==> config.mk <==
export PLATFORM = sky130hd
export DESIGN_NAME = adc_scan_sequencer_with_calibration_core
export DESIGN_NICKNAME = d
export VERILOG_FILES = /design/src/rtl/ascal_pkg.sv /design/src/rtl/ascal_ram.sv /design/src/rtl/adc_scan_sequencer_with_calibration_core.sv
export SDC_FILE = /design/constraint.sdc
export NUM_CORES = 1
export LEC_CHECK = 0
export ABC_AREA = 1
export BUFFER_PORTS_ARGS = -buffer_cell sky130_fd_sc_hd__buf_4
export CAP_MARGIN = 0
export CELL_PAD_IN_SITES_DETAIL_PLACEMENT = 0
export CELL_PAD_IN_SITES_GLOBAL_PLACEMENT = 2
export CORE_MARGIN = 5
export CORE_UTILIZATION = 40
export CTS_BUF_LIST = sky130_fd_sc_hd__clkbuf_8
export CTS_CLUSTER_DIAMETER = 50
export DETAILED_ROUTE_END_ITERATION = 8
export GPL_TIMING_DRIVEN = 0
export PLACE_DENSITY = 0.76
export SETUP_SLACK_MARGIN = 0.15
export SYNTH_ARGS = -nofsm -noshare
export SYNTH_HDL_FRONTEND = slang
export SYNTH_SLANG_ARGS = --single-unit
==> constraint.sdc <==
create_clock -name aclk -period 4.3 [get_ports aclk]
set_clock_uncertainty 0.15 [all_clocks]
set_input_delay 0.645 -clock aclk [delete_from_list [all_inputs] [get_ports aclk]]
set_output_delay 0.645 -clock aclk [all_outputs]
set_load 0.01 [all_outputs]
==> src/rtl/ascal_pkg.sv <==
// ascal_pkg: shared constants, command codes and beat types for the adc scan sequencer
// no dependencies; imported by the core, the checker and the testbench
`timescale 1ns / 1ps

package ascal_pkg;

    // block dimensions
    localparam int SCAN_LENGTH   = 6;
    localparam int SLOT_COUNT    = 8;
    localparam int SAMPLE_BITS   = 10;
    localparam int CAL_CHANNELS  = 8;
    localparam int ORDER_ENTRIES = 6;
    localparam int SUM_BITS      = SAMPLE_BITS + 8;
    localparam int SLOT_W        = $clog2(SLOT_COUNT);
    localparam int CH_W          = $clog2(CAL_CHANNELS);

    // command codes
    localparam logic [2:0] CMD_SCAN        = 3'd0;
    localparam logic [2:0] CMD_CAL_START   = 3'd1;
    localparam logic [2:0] CMD_CAL_SAMPLE  = 3'd2;
    localparam logic [2:0] CMD_READ_SNAP   = 3'd3;
    localparam logic [2:0] CMD_READ_OFFSET = 3'd4;
    localparam logic [2:0] CMD_READ_ROUNDS = 3'd5;

    // configuration register indexes
    localparam logic [1:0] REG_ORDERED_SCAN = 2'd0;
    localparam logic [1:0] REG_SCAN_ORDER   = 2'd1;
    localparam logic [1:0] REG_CALIB_ROUNDS = 2'd2;

    localparam int CFG_DATA_W = 18;

    // configuration reset values
    localparam logic [17:0] SCAN_ORDER_RESET   = 18'd189896;
    localparam logic [7:0]  CALIB_ROUNDS_RESET = 8'd1;

    typedef struct packed {
        logic [2:0]             cmd;
        logic [SAMPLE_BITS-1:0] sample;
        logic [2:0]             slot_index;
        logic [7:0]             round_mask;
    } in_beat_t;

    typedef struct packed {
        logic [2:0]             mux_channel;
        logic [SAMPLE_BITS-1:0] read_data;
        logic [7:0]             round_count;
        logic                   scan_wrapped;
        logic                   calib_done;
    } out_beat_t;

endpackage

==> src/rtl/ascal_ram.sv <==
// ascal_ram: generic single write port, single read port ram with registered read
// no dependencies
`timescale 1ns / 1ps

module ascal_ram #(
    parameter int WIDTH = 10,
    parameter int DEPTH = 8
) (
    input  logic                     aclk,
    input  logic                     we,
    input  logic [$clog2(DEPTH)-1:0] waddr,
    input  logic [WIDTH-1:0]         wdata,
    input  logic [$clog2(DEPTH)-1:0] raddr,
    output logic [WIDTH-1:0]         rdata
);

    logic [WIDTH-1:0] mem [DEPTH];

    // write port and registered read
    always_ff @(posedge aclk) begin
        if (we) begin
            mem[waddr] <= wdata;
        end
        rdata <= mem[raddr];
    end

endmodule

==> src/rtl/adc_scan_sequencer_with_calibration_core.sv <==
// adc_scan_sequencer_with_calibration_core: scan sequencer top level
// depends on ascal_pkg and ascal_ram
`timescale 1ns / 1ps

// Scan and calibration controller for a multiplexed 10-bit converter. One command beat
// in gives one result beat out. Storage sits in two 16-entry rams with a registered read:
// the slot ram holds the working slots in its lower half and the snapshot in its upper
// half, the calibration ram holds the sums in its lower half and the offsets in its upper
// half. Valid bits make never-written entries read as zero, so no clearing pass runs
// after reset. An ordinary beat passes through the execute and finish states to the output
// register, and the input is ready again only when the block is back in idle, so a new beat
// is not taken before the last one is through. A scan sample that wraps the scan also runs
// the working-to-snapshot copy, one ram entry per cycle. The calibration sample that ends
// a calibration also runs a shared restoring divider that forms one quotient bit per cycle,
// 18 bits for each of 8 channels, with a read, a load and a write state around each channel.
// The output register frees the input side while a result waits to be taken.
module adc_scan_sequencer_with_calibration_core
    import ascal_pkg::*;
(
    input  logic                  aclk,
    input  logic                  aresetn,
    input  logic                  cfg_we,
    input  logic [1:0]            cfg_index,
    input  logic [CFG_DATA_W-1:0] cfg_data,
    input  logic                  s_valid,
    output logic                  s_ready,
    input  in_beat_t              s_data,
    output logic                  m_valid,
    input  logic                  m_ready,
    output out_beat_t             m_data
);

    localparam logic [3:0] ST_IDLE  = 4'd0;
    localparam logic [3:0] ST_EXEC  = 4'd1;
    localparam logic [3:0] ST_COPY  = 4'd2;
    localparam logic [3:0] ST_DRD   = 4'd3;
    localparam logic [3:0] ST_DLOAD = 4'd4;
    localparam logic [3:0] ST_DRUN  = 4'd5;
    localparam logic [3:0] ST_DWR   = 4'd6;
    localparam logic [3:0] ST_FIN   = 4'd7;

    localparam logic [2:0]        POS_LAST  = 3'(SCAN_LENGTH - 1);
    localparam logic [CH_W-1:0]   CH_LAST   = CH_W'(CAL_CHANNELS - 1);
    localparam logic [SLOT_W:0]   COPY_LAST = (SLOT_W + 1)'(SLOT_COUNT);
    localparam logic [4:0]        STEP_LAST = 5'(SUM_BITS - 1);

    // control state
    logic [3:0]        state_reg;
    logic              m_valid_reg;
    out_beat_t         m_data_reg;
    in_beat_t          in_reg;

    // configuration
    logic              ordered_scan_reg;
    logic [17:0]       scan_order_reg;
    logic [7:0]        calib_rounds_reg;

    // scalar state
    logic [2:0]        scan_pos_reg;
    logic [7:0]        rounds_seen_reg;
    logic [CH_W-1:0]   calib_ch_reg;
    logic [7:0]        calib_round_reg;
    logic              calib_active_reg;

    // per-entry valid bits
    logic [SLOT_COUNT-1:0]   work_vld_reg;
    logic [SLOT_COUNT-1:0]   snap_vld_reg;
    logic [CAL_CHANNELS-1:0] off_vld_reg;
    logic [CAL_CHANNELS-1:0] sum_vld_reg;

    // copy sweep and divider
    logic [SLOT_W:0]         cpy_cnt_reg;
    logic [CH_W-1:0]         div_ch_reg;
    logic [7:0]              div_den_reg;
    logic [7:0]              div_rem_reg;
    logic [SUM_BITS-1:0]     div_quo_reg;
    logic [4:0]              div_step_reg;

    // pending result fields
    logic [SAMPLE_BITS-1:0]  res_data_reg;
    logic                    res_wrapped_reg;
    logic                    res_done_reg;

    // ram ports
    logic                    work_we;
    logic                    snap_we;
    logic [SAMPLE_BITS-1:0]  snap_wdata;
    logic                    slot_we;
    logic [SLOT_W:0]         slot_waddr;
    logic [SAMPLE_BITS-1:0]  slot_wdata;
    logic [SLOT_W:0]         slot_raddr;
    logic [SAMPLE_BITS-1:0]  slot_rdata;
    logic                    sum_we;
    logic                    off_we;
    logic                    cal_we;
    logic [CH_W:0]           cal_waddr;
    logic [SUM_BITS-1:0]     cal_wdata;
    logic [CH_W:0]           cal_raddr;
    logic [SUM_BITS-1:0]     cal_rdata;

    // derived values
    logic [SUM_BITS-1:0]     sum_old;
    logic [SUM_BITS-1:0]     sum_new;
    logic [7:0]              round_inc;
    logic [7:0]              rounds_eff;
    logic [2:0]              scan_pos_next;
    logic                    scan_wrap;
    logic [SLOT_W-1:0]       cpy_idx;
    logic [8:0]              div_trial;
    logic                    div_ge;
    logic [2:0]              mux_next;
    logic                    scan_end;
    logic                    cal_end;
    logic [SAMPLE_BITS-1:0]  exec_data;

    assign s_ready = (state_reg == ST_IDLE);
    assign m_valid = m_valid_reg;
    assign m_data  = m_data_reg;

    // read-modify-write and sweep arithmetic
    always_comb begin
        sum_old       = sum_vld_reg[calib_ch_reg] ? cal_rdata : '0;
        sum_new       = sum_old + SUM_BITS'(in_reg.sample);
        round_inc     = calib_round_reg + 8'd1;
        rounds_eff    = (calib_rounds_reg == 8'd0) ? 8'd1 : calib_rounds_reg;
        scan_wrap     = (scan_pos_reg == POS_LAST);
        scan_pos_next = scan_wrap ? 3'd0 : scan_pos_reg + 3'd1;
        cpy_idx       = SLOT_W'(cpy_cnt_reg - (SLOT_W + 1)'(1));
        div_trial     = {div_rem_reg, div_quo_reg[SUM_BITS-1]};
        div_ge        = (div_trial >= {1'b0, div_den_reg});
    end

    // next mux channel from the final state of this beat
    always_comb begin
        mux_next = 3'd0;
        if (res_done_reg) begin
            mux_next = 3'd0;
        end else if (calib_active_reg) begin
            mux_next = 3'(calib_ch_reg);
        end else if (!ordered_scan_reg) begin
            mux_next = scan_pos_reg;
        end else begin
            for (int k = 0; k < ORDER_ENTRIES; k++) begin
                if (scan_pos_reg == 3'(k)) begin
                    mux_next = scan_order_reg[3*k +: 3];
                end
            end
        end
    end

    // ram control: lower halves hold working slots and sums, upper halves snapshot and offsets
    always_comb begin
        work_we    = (state_reg == ST_EXEC) && (in_reg.cmd == CMD_SCAN) && !calib_active_reg;
        snap_we    = (state_reg == ST_COPY) && (cpy_cnt_reg != '0);
        snap_wdata = work_vld_reg[cpy_idx] ? slot_rdata : '0;
        slot_we    = work_we || snap_we;
        slot_waddr = snap_we ? {1'b1, cpy_idx} : {1'b0, SLOT_W'(scan_pos_reg)};
        slot_wdata = snap_we ? snap_wdata : in_reg.sample;
        slot_raddr = (state_reg == ST_COPY) ? {1'b0, cpy_cnt_reg[SLOT_W-1:0]}
                                            : {1'b1, SLOT_W'(s_data.slot_index)};
        sum_we     = (state_reg == ST_EXEC) && (in_reg.cmd == CMD_CAL_SAMPLE)
                     && calib_active_reg;
        off_we     = (state_reg == ST_DWR);
        cal_we     = sum_we || off_we;
        cal_waddr  = off_we ? {1'b1, div_ch_reg} : {1'b0, calib_ch_reg};
        cal_wdata  = off_we ? SUM_BITS'(div_quo_reg[SAMPLE_BITS-1:0]) : sum_new;
        if (state_reg == ST_DRD) begin
            cal_raddr = {1'b0, div_ch_reg};
        end else if (s_data.cmd == CMD_READ_OFFSET) begin
            cal_raddr = {1'b1, CH_W'(s_data.slot_index)};
        end else begin
            cal_raddr = {1'b0, calib_ch_reg};
        end
    end

    // result fields of the beat being executed
    always_comb begin
        scan_end = work_we && scan_wrap;
        cal_end  = sum_we && (calib_ch_reg == CH_LAST) && (round_inc >= rounds_eff);
        case (in_reg.cmd)
            CMD_READ_SNAP: begin
                exec_data = snap_vld_reg[SLOT_W'(in_reg.slot_index)] ? slot_rdata : '0;
            end
            CMD_READ_OFFSET: begin
                exec_data = off_vld_reg[CH_W'(in_reg.slot_index)] ?
                            cal_rdata[SAMPLE_BITS-1:0] : '0;
            end
            default: begin
                exec_data = '0;
            end
        endcase
    end

    ascal_ram #(.WIDTH(SAMPLE_BITS), .DEPTH(2 * SLOT_COUNT)) u_slot_ram (
        .aclk  (aclk),
        .we    (slot_we),
        .waddr (slot_waddr),
        .wdata (slot_wdata),
        .raddr (slot_raddr),
        .rdata (slot_rdata)
    );

    ascal_ram #(.WIDTH(SUM_BITS), .DEPTH(2 * CAL_CHANNELS)) u_cal_ram (
        .aclk  (aclk),
        .we    (cal_we),
        .waddr (cal_waddr),
        .wdata (cal_wdata),
        .raddr (cal_raddr),
        .rdata (cal_rdata)
    );

    // payload registers, no reset
    always_ff @(posedge aclk) begin
        if (state_reg == ST_IDLE && s_valid) begin
            in_reg <= s_data;
        end
        if (state_reg == ST_DLOAD) begin
            div_rem_reg <= '0;
            div_quo_reg <= sum_vld_reg[div_ch_reg] ? cal_rdata : '0;
        end else if (state_reg == ST_DRUN) begin
            div_rem_reg <= div_ge ? 8'(div_trial - {1'b0, div_den_reg}) : div_trial[7:0];
            div_quo_reg <= {div_quo_reg[SUM_BITS-2:0], div_ge};
        end
        if (state_reg == ST_FIN && (!m_valid_reg || m_ready)) begin
            m_data_reg.mux_channel  <= mux_next;
            m_data_reg.read_data    <= res_data_reg;
            m_data_reg.round_count  <= rounds_seen_reg;
            m_data_reg.scan_wrapped <= res_wrapped_reg;
            m_data_reg.calib_done   <= res_done_reg;
        end
    end

    // control state machine
    always_ff @(posedge aclk) begin
        if (!aresetn) begin
            state_reg        <= ST_IDLE;
            m_valid_reg      <= 1'b0;
            ordered_scan_reg <= 1'b0;
            scan_order_reg   <= SCAN_ORDER_RESET;
            calib_rounds_reg <= CALIB_ROUNDS_RESET;
            scan_pos_reg     <= '0;
            rounds_seen_reg  <= '0;
            calib_ch_reg     <= '0;
            calib_round_reg  <= '0;
            calib_active_reg <= 1'b0;
            work_vld_reg     <= '0;
            snap_vld_reg     <= '0;
            off_vld_reg      <= '0;
            sum_vld_reg      <= '0;
            cpy_cnt_reg      <= '0;
            div_ch_reg       <= '0;
            div_den_reg      <= 8'd1;
            div_step_reg     <= '0;
            res_data_reg     <= '0;
            res_wrapped_reg  <= 1'b0;
            res_done_reg     <= 1'b0;
        end else begin
            // configuration writes
            if (cfg_we) begin
                case (cfg_index)
                    REG_ORDERED_SCAN: ordered_scan_reg <= cfg_data[0];
                    REG_SCAN_ORDER:   scan_order_reg   <= cfg_data[17:0];
                    REG_CALIB_ROUNDS: calib_rounds_reg <= cfg_data[7:0];
                    default: ;
                endcase
            end

            // output register: filled from the finish state, emptied when taken
            if (state_reg == ST_FIN && (!m_valid_reg || m_ready)) begin
                m_valid_reg <= 1'b1;
            end else if (m_ready) begin
                m_valid_reg <= 1'b0;
            end

            case (state_reg)
                ST_IDLE: begin
                    if (s_valid) begin
                        state_reg <= ST_EXEC;
                    end
                end

                // ram read data is here: apply the command
                ST_EXEC: begin
                    res_data_reg    <= exec_data;
                    res_wrapped_reg <= scan_end;
                    res_done_reg    <= cal_end;
                    if (scan_end) begin
                        state_reg <= ST_COPY;
                    end else if (cal_end) begin
                        state_reg <= ST_DRD;
                    end else begin
                        state_reg <= ST_FIN;
                    end
                    case (in_reg.cmd)
                        CMD_SCAN: begin
                            if (!calib_active_reg) begin
                                work_vld_reg[SLOT_W'(scan_pos_reg)] <= 1'b1;
                                scan_pos_reg <= scan_pos_next;
                                if (scan_wrap) begin
                                    rounds_seen_reg <= rounds_seen_reg + 8'd1;
                                    cpy_cnt_reg     <= '0;
                                end
                            end
                        end
                        CMD_CAL_START: begin
                            calib_active_reg <= 1'b1;
                            calib_ch_reg     <= '0;
                            calib_round_reg  <= '0;
                            sum_vld_reg      <= '0;
                        end
                        CMD_CAL_SAMPLE: begin
                            if (calib_active_reg) begin
                                sum_vld_reg[calib_ch_reg] <= 1'b1;
                                calib_ch_reg <= calib_ch_reg + CH_W'(1);
                                if (cal_end) begin
                                    calib_active_reg <= 1'b0;
                                    calib_round_reg  <= '0;
                                    div_ch_reg       <= '0;
                                    div_den_reg      <= rounds_eff;
                                end else if (calib_ch_reg == CH_LAST) begin
                                    calib_round_reg <= round_inc;
                                end
                            end
                        end
                        CMD_READ_ROUNDS: begin
                            rounds_seen_reg <= rounds_seen_reg & in_reg.round_mask;
                        end
                        default: ;
                    endcase
                end

                // working slots to snapshot, one entry per cycle
                ST_COPY: begin
                    if (cpy_cnt_reg != '0) begin
                        snap_vld_reg[cpy_idx] <= 1'b1;
                    end
                    if (cpy_cnt_reg == COPY_LAST) begin
                        state_reg <= ST_FIN;
                    end else begin
                        cpy_cnt_reg <= cpy_cnt_reg + (SLOT_W + 1)'(1);
                    end
                end

                ST_DRD: begin
                    state_reg <= ST_DLOAD;
                end

                ST_DLOAD: begin
                    div_step_reg <= '0;
                    state_reg    <= ST_DRUN;
                end

                // one quotient bit per cycle
                ST_DRUN: begin
                    div_step_reg <= div_step_reg + 5'd1;
                    if (div_step_reg == STEP_LAST) begin
                        state_reg <= ST_DWR;
                    end
                end

                ST_DWR: begin
                    off_vld_reg[div_ch_reg] <= 1'b1;
                    div_ch_reg <= div_ch_reg + CH_W'(1);
                    state_reg  <= (div_ch_reg == CH_LAST) ? ST_FIN : ST_DRD;
                end

                // hand the result to the output register once it is free
                ST_FIN: begin
                    if (!m_valid_reg || m_ready) begin
                        state_reg <= ST_IDLE;
                    end
                end

                default: begin
                    state_reg <= ST_IDLE;
                end
            endcase
        end
    end

endmodule

# Yosys cells after proc, flatten, opt, wreduce, memory -nomap -nowiden
# Memory sizes are Yosys's and may differ from the RTL's. A register that Yosys moved wholly into a read port is not among the register bits.
# Cells that the tools add are included.
# Widths: inputs -> output; s select.
dict set report word_totals {
  inputBits 49
  elab_cells 226
  n_memories 2
  out_inout_bits 25
  reg_bits 192
  ramBits 448
}
dict set report op_classes {
  bitwise 6
  order_cmp 11
  reduce_logical 44
  muxes 82
  eq_ne 39
  n_addsub 10
}
# memory words width rd rd_ports_with_merged_regs wr line_no
set mem_list {}
lappend mem_list {u_cal_ram.mem 16 18 1 1 1 ascal_ram.sv:17} ;# logic [WIDTH-1:0] mem [DEPTH];
lappend mem_list {u_slot_ram.mem 16 10 1 1 1 ascal_ram.sv:17}
# op n
set op_table {}
lappend op_table {{$mux 18} 5}
lappend op_table {{$mux 8} 8}
lappend op_table {{$mux 4} 13}
lappend op_table {{$mux 3} 16}
lappend op_table {{$pmux 8 s2} 3}
lappend op_table {{$mux 10} 4}
lappend op_table {{$or 8x8->8} 4}
lappend op_table {{$pmux 4 s8} 1}
lappend op_table {{$eq 3x3->1 const B} 7}
lappend op_table {{$lt 3x4->1 const B} 5}
lappend op_table {{$pmux 10 s2} 1}
lappend op_table {{$reduce_and 4->1} 5}
lappend op_table {{$add 18x10->18} 1}
lappend op_table {{$ne 2x2->1 const B} 9}
lappend op_table {{$mux 1} 17}
lappend op_table {{$add 8x1->8 const B} 2}
lappend op_table {{$eq 4x3->1 const B} 4}
lappend op_table {{$bmux 1 s3} 5}
lappend op_table {{$logic_and 1x1->1} 14}
lappend op_table {{$demux 1 s3} 4}
lappend op_table {{$eq 3x2->1 const B} 4}
lappend op_table {{$ge 3x1->1 const B} 4}
lappend op_table {{$pmux 3 s2} 2}
lappend op_table {{$reduce_bool 2->1} 6}
lappend op_table {{31 further kinds} 48}

# Logic depth before layout (Yosys ltp)
dict set report depth {
  word_depth 9
  ltp_mapped 24
}

# By module
# A second synthesis with hierarchy kept.
dict set report unflattened {
  hier_cells 3155
  hier_area_um2 29877.4
}
# module n_inst cells_per_inst area_per_inst_um2 seq_area_each_um2
set by_module_without_submodules {}
lappend by_module_without_submodules {{ascal_ram (u_cal_ram)} 1 1204 12762.2 9008.6}
lappend by_module_without_submodules {adc_scan_sequencer_with_calibration_core 1 1269 9918.3 4474.3}
lappend by_module_without_submodules {{ascal_ram (u_slot_ram)} 1 682 7196.9 5004.8}

# Worst setup path after synthesis
# Ideal clock, no wire load.
dict set report synth_path {
  path_type {reg2reg}
  start {register calib_ch_reg[0]}
  end {memory u_cal_ram.mem[0][8] in the netlist's numbering, data pin}
  stages_incl_launch_ff 16
  setup_slack_ns 0.675
  period_less_slack_ns 3.625
  arrival_time_ns 3.145
  n_path_buf 2
  cell_sequence {dfxtp_1 -> buf_6 -> o21ai_0 -> nand2_1 -> nand2_1 -> nand2_1 -> nand2_4 -> inv_1 -> buf_1 -> nor2_1 -> ha_1 -> fa_1 -> a21oi_1 -> o21bai_1 -> xnor2_1 -> o21ai_0}
}
dict set report synth_between {
  elab_chain_len 5
}
# item line_no
set synth_rtl {}
lappend synth_rtl {{from (decl)} adc_scan_sequencer_with_calibration_core.sv:61} ;# logic [CH_W-1:0] calib_ch_reg;
lappend synth_rtl {{from (signal assigned)} adc_scan_sequencer_with_calibration_core.sv:314} ;# calib_ch_reg <= calib_ch_reg + CH_W'(1);
lappend synth_rtl {{$bmux 1 s3} adc_scan_sequencer_with_calibration_core.sv:122} ;# sum_old = sum_vld_reg[calib_ch_reg] ? cal_rdata : '0;
lappend synth_rtl {{$mux 1 (not written as such)} adc_scan_sequencer_with_calibration_core.sv:122}
lappend synth_rtl {{$mux 18} adc_scan_sequencer_with_calibration_core.sv:122}
lappend synth_rtl {{$add 18x10->18} adc_scan_sequencer_with_calibration_core.sv:123} ;# sum_new = sum_old + SUM_BITS'(in_reg.sample);
lappend synth_rtl {{$mux 18} adc_scan_sequencer_with_calibration_core.sv:166} ;# cal_wdata = off_we ? SUM_BITS'(div_quo_reg[SAMPLE_BITS-1:0]) : sum_new;
lappend synth_rtl {{via cal_wdata[8]} adc_scan_sequencer_with_calibration_core.sv:97} ;# logic [SUM_BITS-1:0] cal_wdata;
lappend synth_rtl {{to (decl)} ascal_ram.sv:17}
# The timed path passes the listed nets, and every way through them passes these cells. The select of a mux whose other input is x is not followed.

# Worst setup path in the final report
dict set report layout_path {
  start {register calib_ch_reg[0]}
  end {memory u_cal_ram.mem[11][4] in the netlist's numbering, data pin}
}
# The elaborated chain is that of the path after synthesis.

==> flow_summary_export.csv <==
group,metric,value,unit
synthesis,synth.distinct_cells,52,
placement,dp_cells,3737,
synthesis,ys_seq_elements,667,
synthesis,synth-edff-count,513,
worst_setup_path,rr_worst_depth,16,
power,p_int,11.9,mW
worst_setup_path,path_max_fanout,10,
cts,ctsLongestPathBuffers,3,
global_routing,grt_max_degree,25,
worst_setup_path,cp-end-kind,"flip-flop",
routing,routed_via_density,5.11,
worst_hold_path,hold_depth,3,
synthesis,synthAdderAreaFrac,1.77,%
sta,finalHoldViolations,0,
sta,period_share,91.5,%
synthesis,synth_xor_area_share,0.523,%
sta,tightest_slew,1350,ps
synthesis,synth-compound-area-share,12.2,%
routing,ant_nets,0,
global_routing,grt_overflow_total,0,
cts,cts_tree,"done",
sta,post-route-min-period,3930,ps
floorplanning,core,70300,sq um
cts,cts_sinks,667,
job,max-cap-violations,0,
worst_hold_path,hp-class,"input port to flip-flop",
power,irDropWorstVdd,0.265,mV
worst_setup_path,crit_chain,"buf_6 -> o21ai_0 -> nand2_1 -> nand2_1 -> nand2_1 -> nand2_4 -> inv_1 -> buf_2 -> nor2_1 -> ha_1 -> fa_1 -> nand3_1 -> nand2_1 -> xnor2_1 -> o21ai_1 -> buf_6",
synthesis,async_flop_share,0,%
power,cellLeakagePower,12.6,nW
floorplanning,rows,97,
global_routing,antenna_found_initial,2,
power,switchingPower,5.95,mW
routing,drc_errors,0,
routing,first_iter_violations,1525,
cts,clk_pin_slew,60,ps
layout,drive_gt1_share,13.2,%
worst_setup_path,cp.depth,16,
routing,drtPass1Iterations,5,
synthesis,synth_cells,2691,
worst_setup_path,slowest_delay,650,ps
worst_setup_path,worst_path_most_repeated_cell,"nand2_1",
synthesis,syn_area,28500,sq um
power,power_frac_comb,24.1,%
synthesis,synth_top_family_by_area,"simple AND/OR/NAND/NOR gates",
sta,setup_tns,0,ps
synthesis,synthMostInstantiatedCell,"edfxtp_1",
floorplanning,die_h,277,microns
routing,vias,20400,
power,p_clk_share,31.1,%
worst_setup_path,reg2reg_setup_slack,370,ps
worst_setup_path,critical_path_class,"flip-flop to flip-flop",
floorplanning,die_w,277,microns
worst_setup_path,required,4700,ps
sta,fmax,0.254,GHz
worst_setup_path,crit_arrival,4340,ps
routing,finalWirelength,82400,microns
global_routing,grt_pass1_wl,124000,microns
layout,area_growth,17.8,%
cts,htree_levels,3,
worst_setup_path,crit_end,"u_cal_ram.mem[11][4]$_DFFE_PP_",
cts,root_buffer,"clkbuf_8",
worst_setup_path,cp_num_buf_inv,4,
layout,largest_reg_flops,288,
synthesis,synthesis.nets,2779,
cts,insertion_delay,720,ps
synthesis,synth_top_cell_area_share,54.1,%
routing,wl_per_cell,20.6,microns
synthesis,synthSimpleGateAreaFrac,14.1,%
sta,relSlewSlack,9.77,%
floorplanning,io_pins,74,
sta,setup_viol,0,
synthesis,synth_area_leaders,"edfxtp_1, dfxtp_1, nand2_1",
power,swShare,33.4,%
synthesis,synthMuxAreaShare,0,%
floorplanning,die_area,76600,sq um
outcome,status,"completed",
layout,fin_nets,3046,
synthesis,synth-main-ff-cell,"edfxtp_1",
worst_setup_path,critical_path.top_delay_family,"buffers and inverters",
synthesis,yosys.area.top_type,"edfxtp_1",
synthesis,seq_area_frac_synth,64.9,%
sta,rsz0062_at_grt,"false",
power,p_seq_share,44.7,%
worst_setup_path,cp-startpoint,"calib_ch_reg[0]$_SDFFE_PN0P_",
synthesis,synth.top_cells.by_count,"edfxtp_1, nand2_1, inv_1",
floorplanning,start_util,40.5,%
worst_setup_path,startpoint_type,"flip-flop",
worst_setup_path,r2r_start,"calib_ch_reg[0]$_SDFFE_PN0P_",
placement,portBuffers,73,
worst_setup_path,slowest_stage,"o21ai_1",
power,power_density,531,nW/um^2
placement,gp_congestion,0.842,
cts,cts_made_buffers,112,
sta,slew_viol_final,0,
synthesis,postSynthAreaPerCell,10.6,sq um
synthesis,yosysWarnings,0,
layout,instances_no_fill,3993,
placement,hpwl,58400,microns
global_routing,grt_pass1_vias,20400,
worst_setup_path,rr_endpoint,"u_cal_ram.mem[11][4]$_DFFE_PP_",
global_routing,grt_usage,21.0,%
-- routing by layer --
| metal | routed length [microns] | GRT usage [%] | up-vias |
|---|---|---|---|
| li1 | - | - | 9939 |
| met1 | 35600 | 27.1 | 9825 |
| met2 | 40700 | 36.7 | 504 |
| met4 | 2450 | 6.19 | 0 |
| met3 | 3630 | 3.44 | 135 |
| met5 | 0 | 0 | - |
-- worst register-to-register path, stage by stage (launching register included) --
cell and delay, ps:
dfxtp_1 520, buf_6 210, o21ai_0 100, nand2_1 60
nand2_1 50, nand2_1 90, nand2_4 110, inv_1 190
buf_2 270, nor2_1 70, ha_1 250, fa_1 470
nand3_1 100, nand2_1 60, xnor2_1 160, o21ai_1 650
buf_6 250
-- cell families (layout without fill, tap and decap cells) --
logic type	after synthesis	in the layout
compound gates	566	566
xor+xnor	17	17
fa+ha+maj	39	39
buf+inv	467	827
flops	667	667
other cells	0	2
simple gates	935	935
-- power by group through the flow --
stage                     logic (mW)  registers (mW)  clock network (mW)
after floorplan                 2.63            7.98                   0
after global placement          4.13            8.12                   0
after detailed placement        4.28            8.10                   0
after CTS                       4.32            7.97                5.69
after global routing            4.74            8.01                5.99
final                           4.30            7.97                5.54
-- placed cells by master (no fill, tap or decap), types with 13 or more instances in the layout --
master and count:
dfxtp_1 154, buf_2 51, a21oi_1 121, clkbuf_8 124, ha_1 37, o21ai_1 13
buf_4 83, nor2_1 211, nor2_2 18, clkbuf_1 62, buf_8 17, inv_1 372
dlygate4sd3_1 41, nand3_1 211, clkinv_1 23, o211ai_1 202, nor3_1 17, nand2_1 420
edfxtp_1 513, buf_6 16, o21ai_0 177
-- per-stage QoR --
| stage | hold slack [ps] | setup WS, ps | utilization [%] | power (mW) | cell area (sq um) |
|---|---|---|---|---|---|
| floorplan | 259 | 675 | - | 10.6 | 28500 |
| global placement | 268 | -1810 | 43.0 | 12.3 | 30200 |
| detailed placement | 274 | -718 | 43.8 | 12.4 | 30800 |
| CTS | 12.1 | 160 | 47.6 | 18.0 | 33400 |
| global route | 65.3 | 155 | 47.8 | 18.7 | 33600 |
| finish | 89.8 | 366 | 47.8 | 17.8 | 33600 |
-- worst min path at each step --
stage,startpoint,to,slack (ps)
floorplan,res_wrapped_reg$_SDFFE_PN0P_,m_data[1]$_DFFE_PP_,260
global placement,res_wrapped_reg$_SDFFE_PN0P_,m_data[1]$_DFFE_PP_,270
detailed placement,res_data_reg[1]$_SDFFE_PN0P_,m_data[11]$_DFFE_PP_,270
CTS,cfg_index[0],ordered_scan_reg$_SDFFE_PN0P_,10
global route,cfg_data[5],calib_rounds_reg[5]$_SDFFE_PN0P_,70
finish,cfg_data[5],calib_rounds_reg[5]$_SDFFE_PN0P_,90
-- layout make-up --
| cell class | instances | area, sq um |
|---|---|---|
| Clock inverter | 83 | 490 |
| Sequential cell | 667 | 18500 |
| Timing Repair Buffer | 153 | 1490 |
| Inverter | 343 | 1290 |
| Antenna cell | 2 | 5.00 |
| Clock buffer | 124 | 1710 |
| Multi-Input combinational cell | 1557 | 8340 |
| Buffer | 124 | 576 |
| Tap cell | 940 | 1180 |
| Fill cell | 6568 | 36700 |
-- repair_timing --
action                     in CTS  in global routing
setup buffers                   0                  6
setup endpoints to repair     173                186
hold endpoints to repair       42                  0
pin swaps                       1                  6
hold buffers                   41                  0
gates resized for setup        12                  6
No activity file was read; power rests on OpenSTA's default activity.
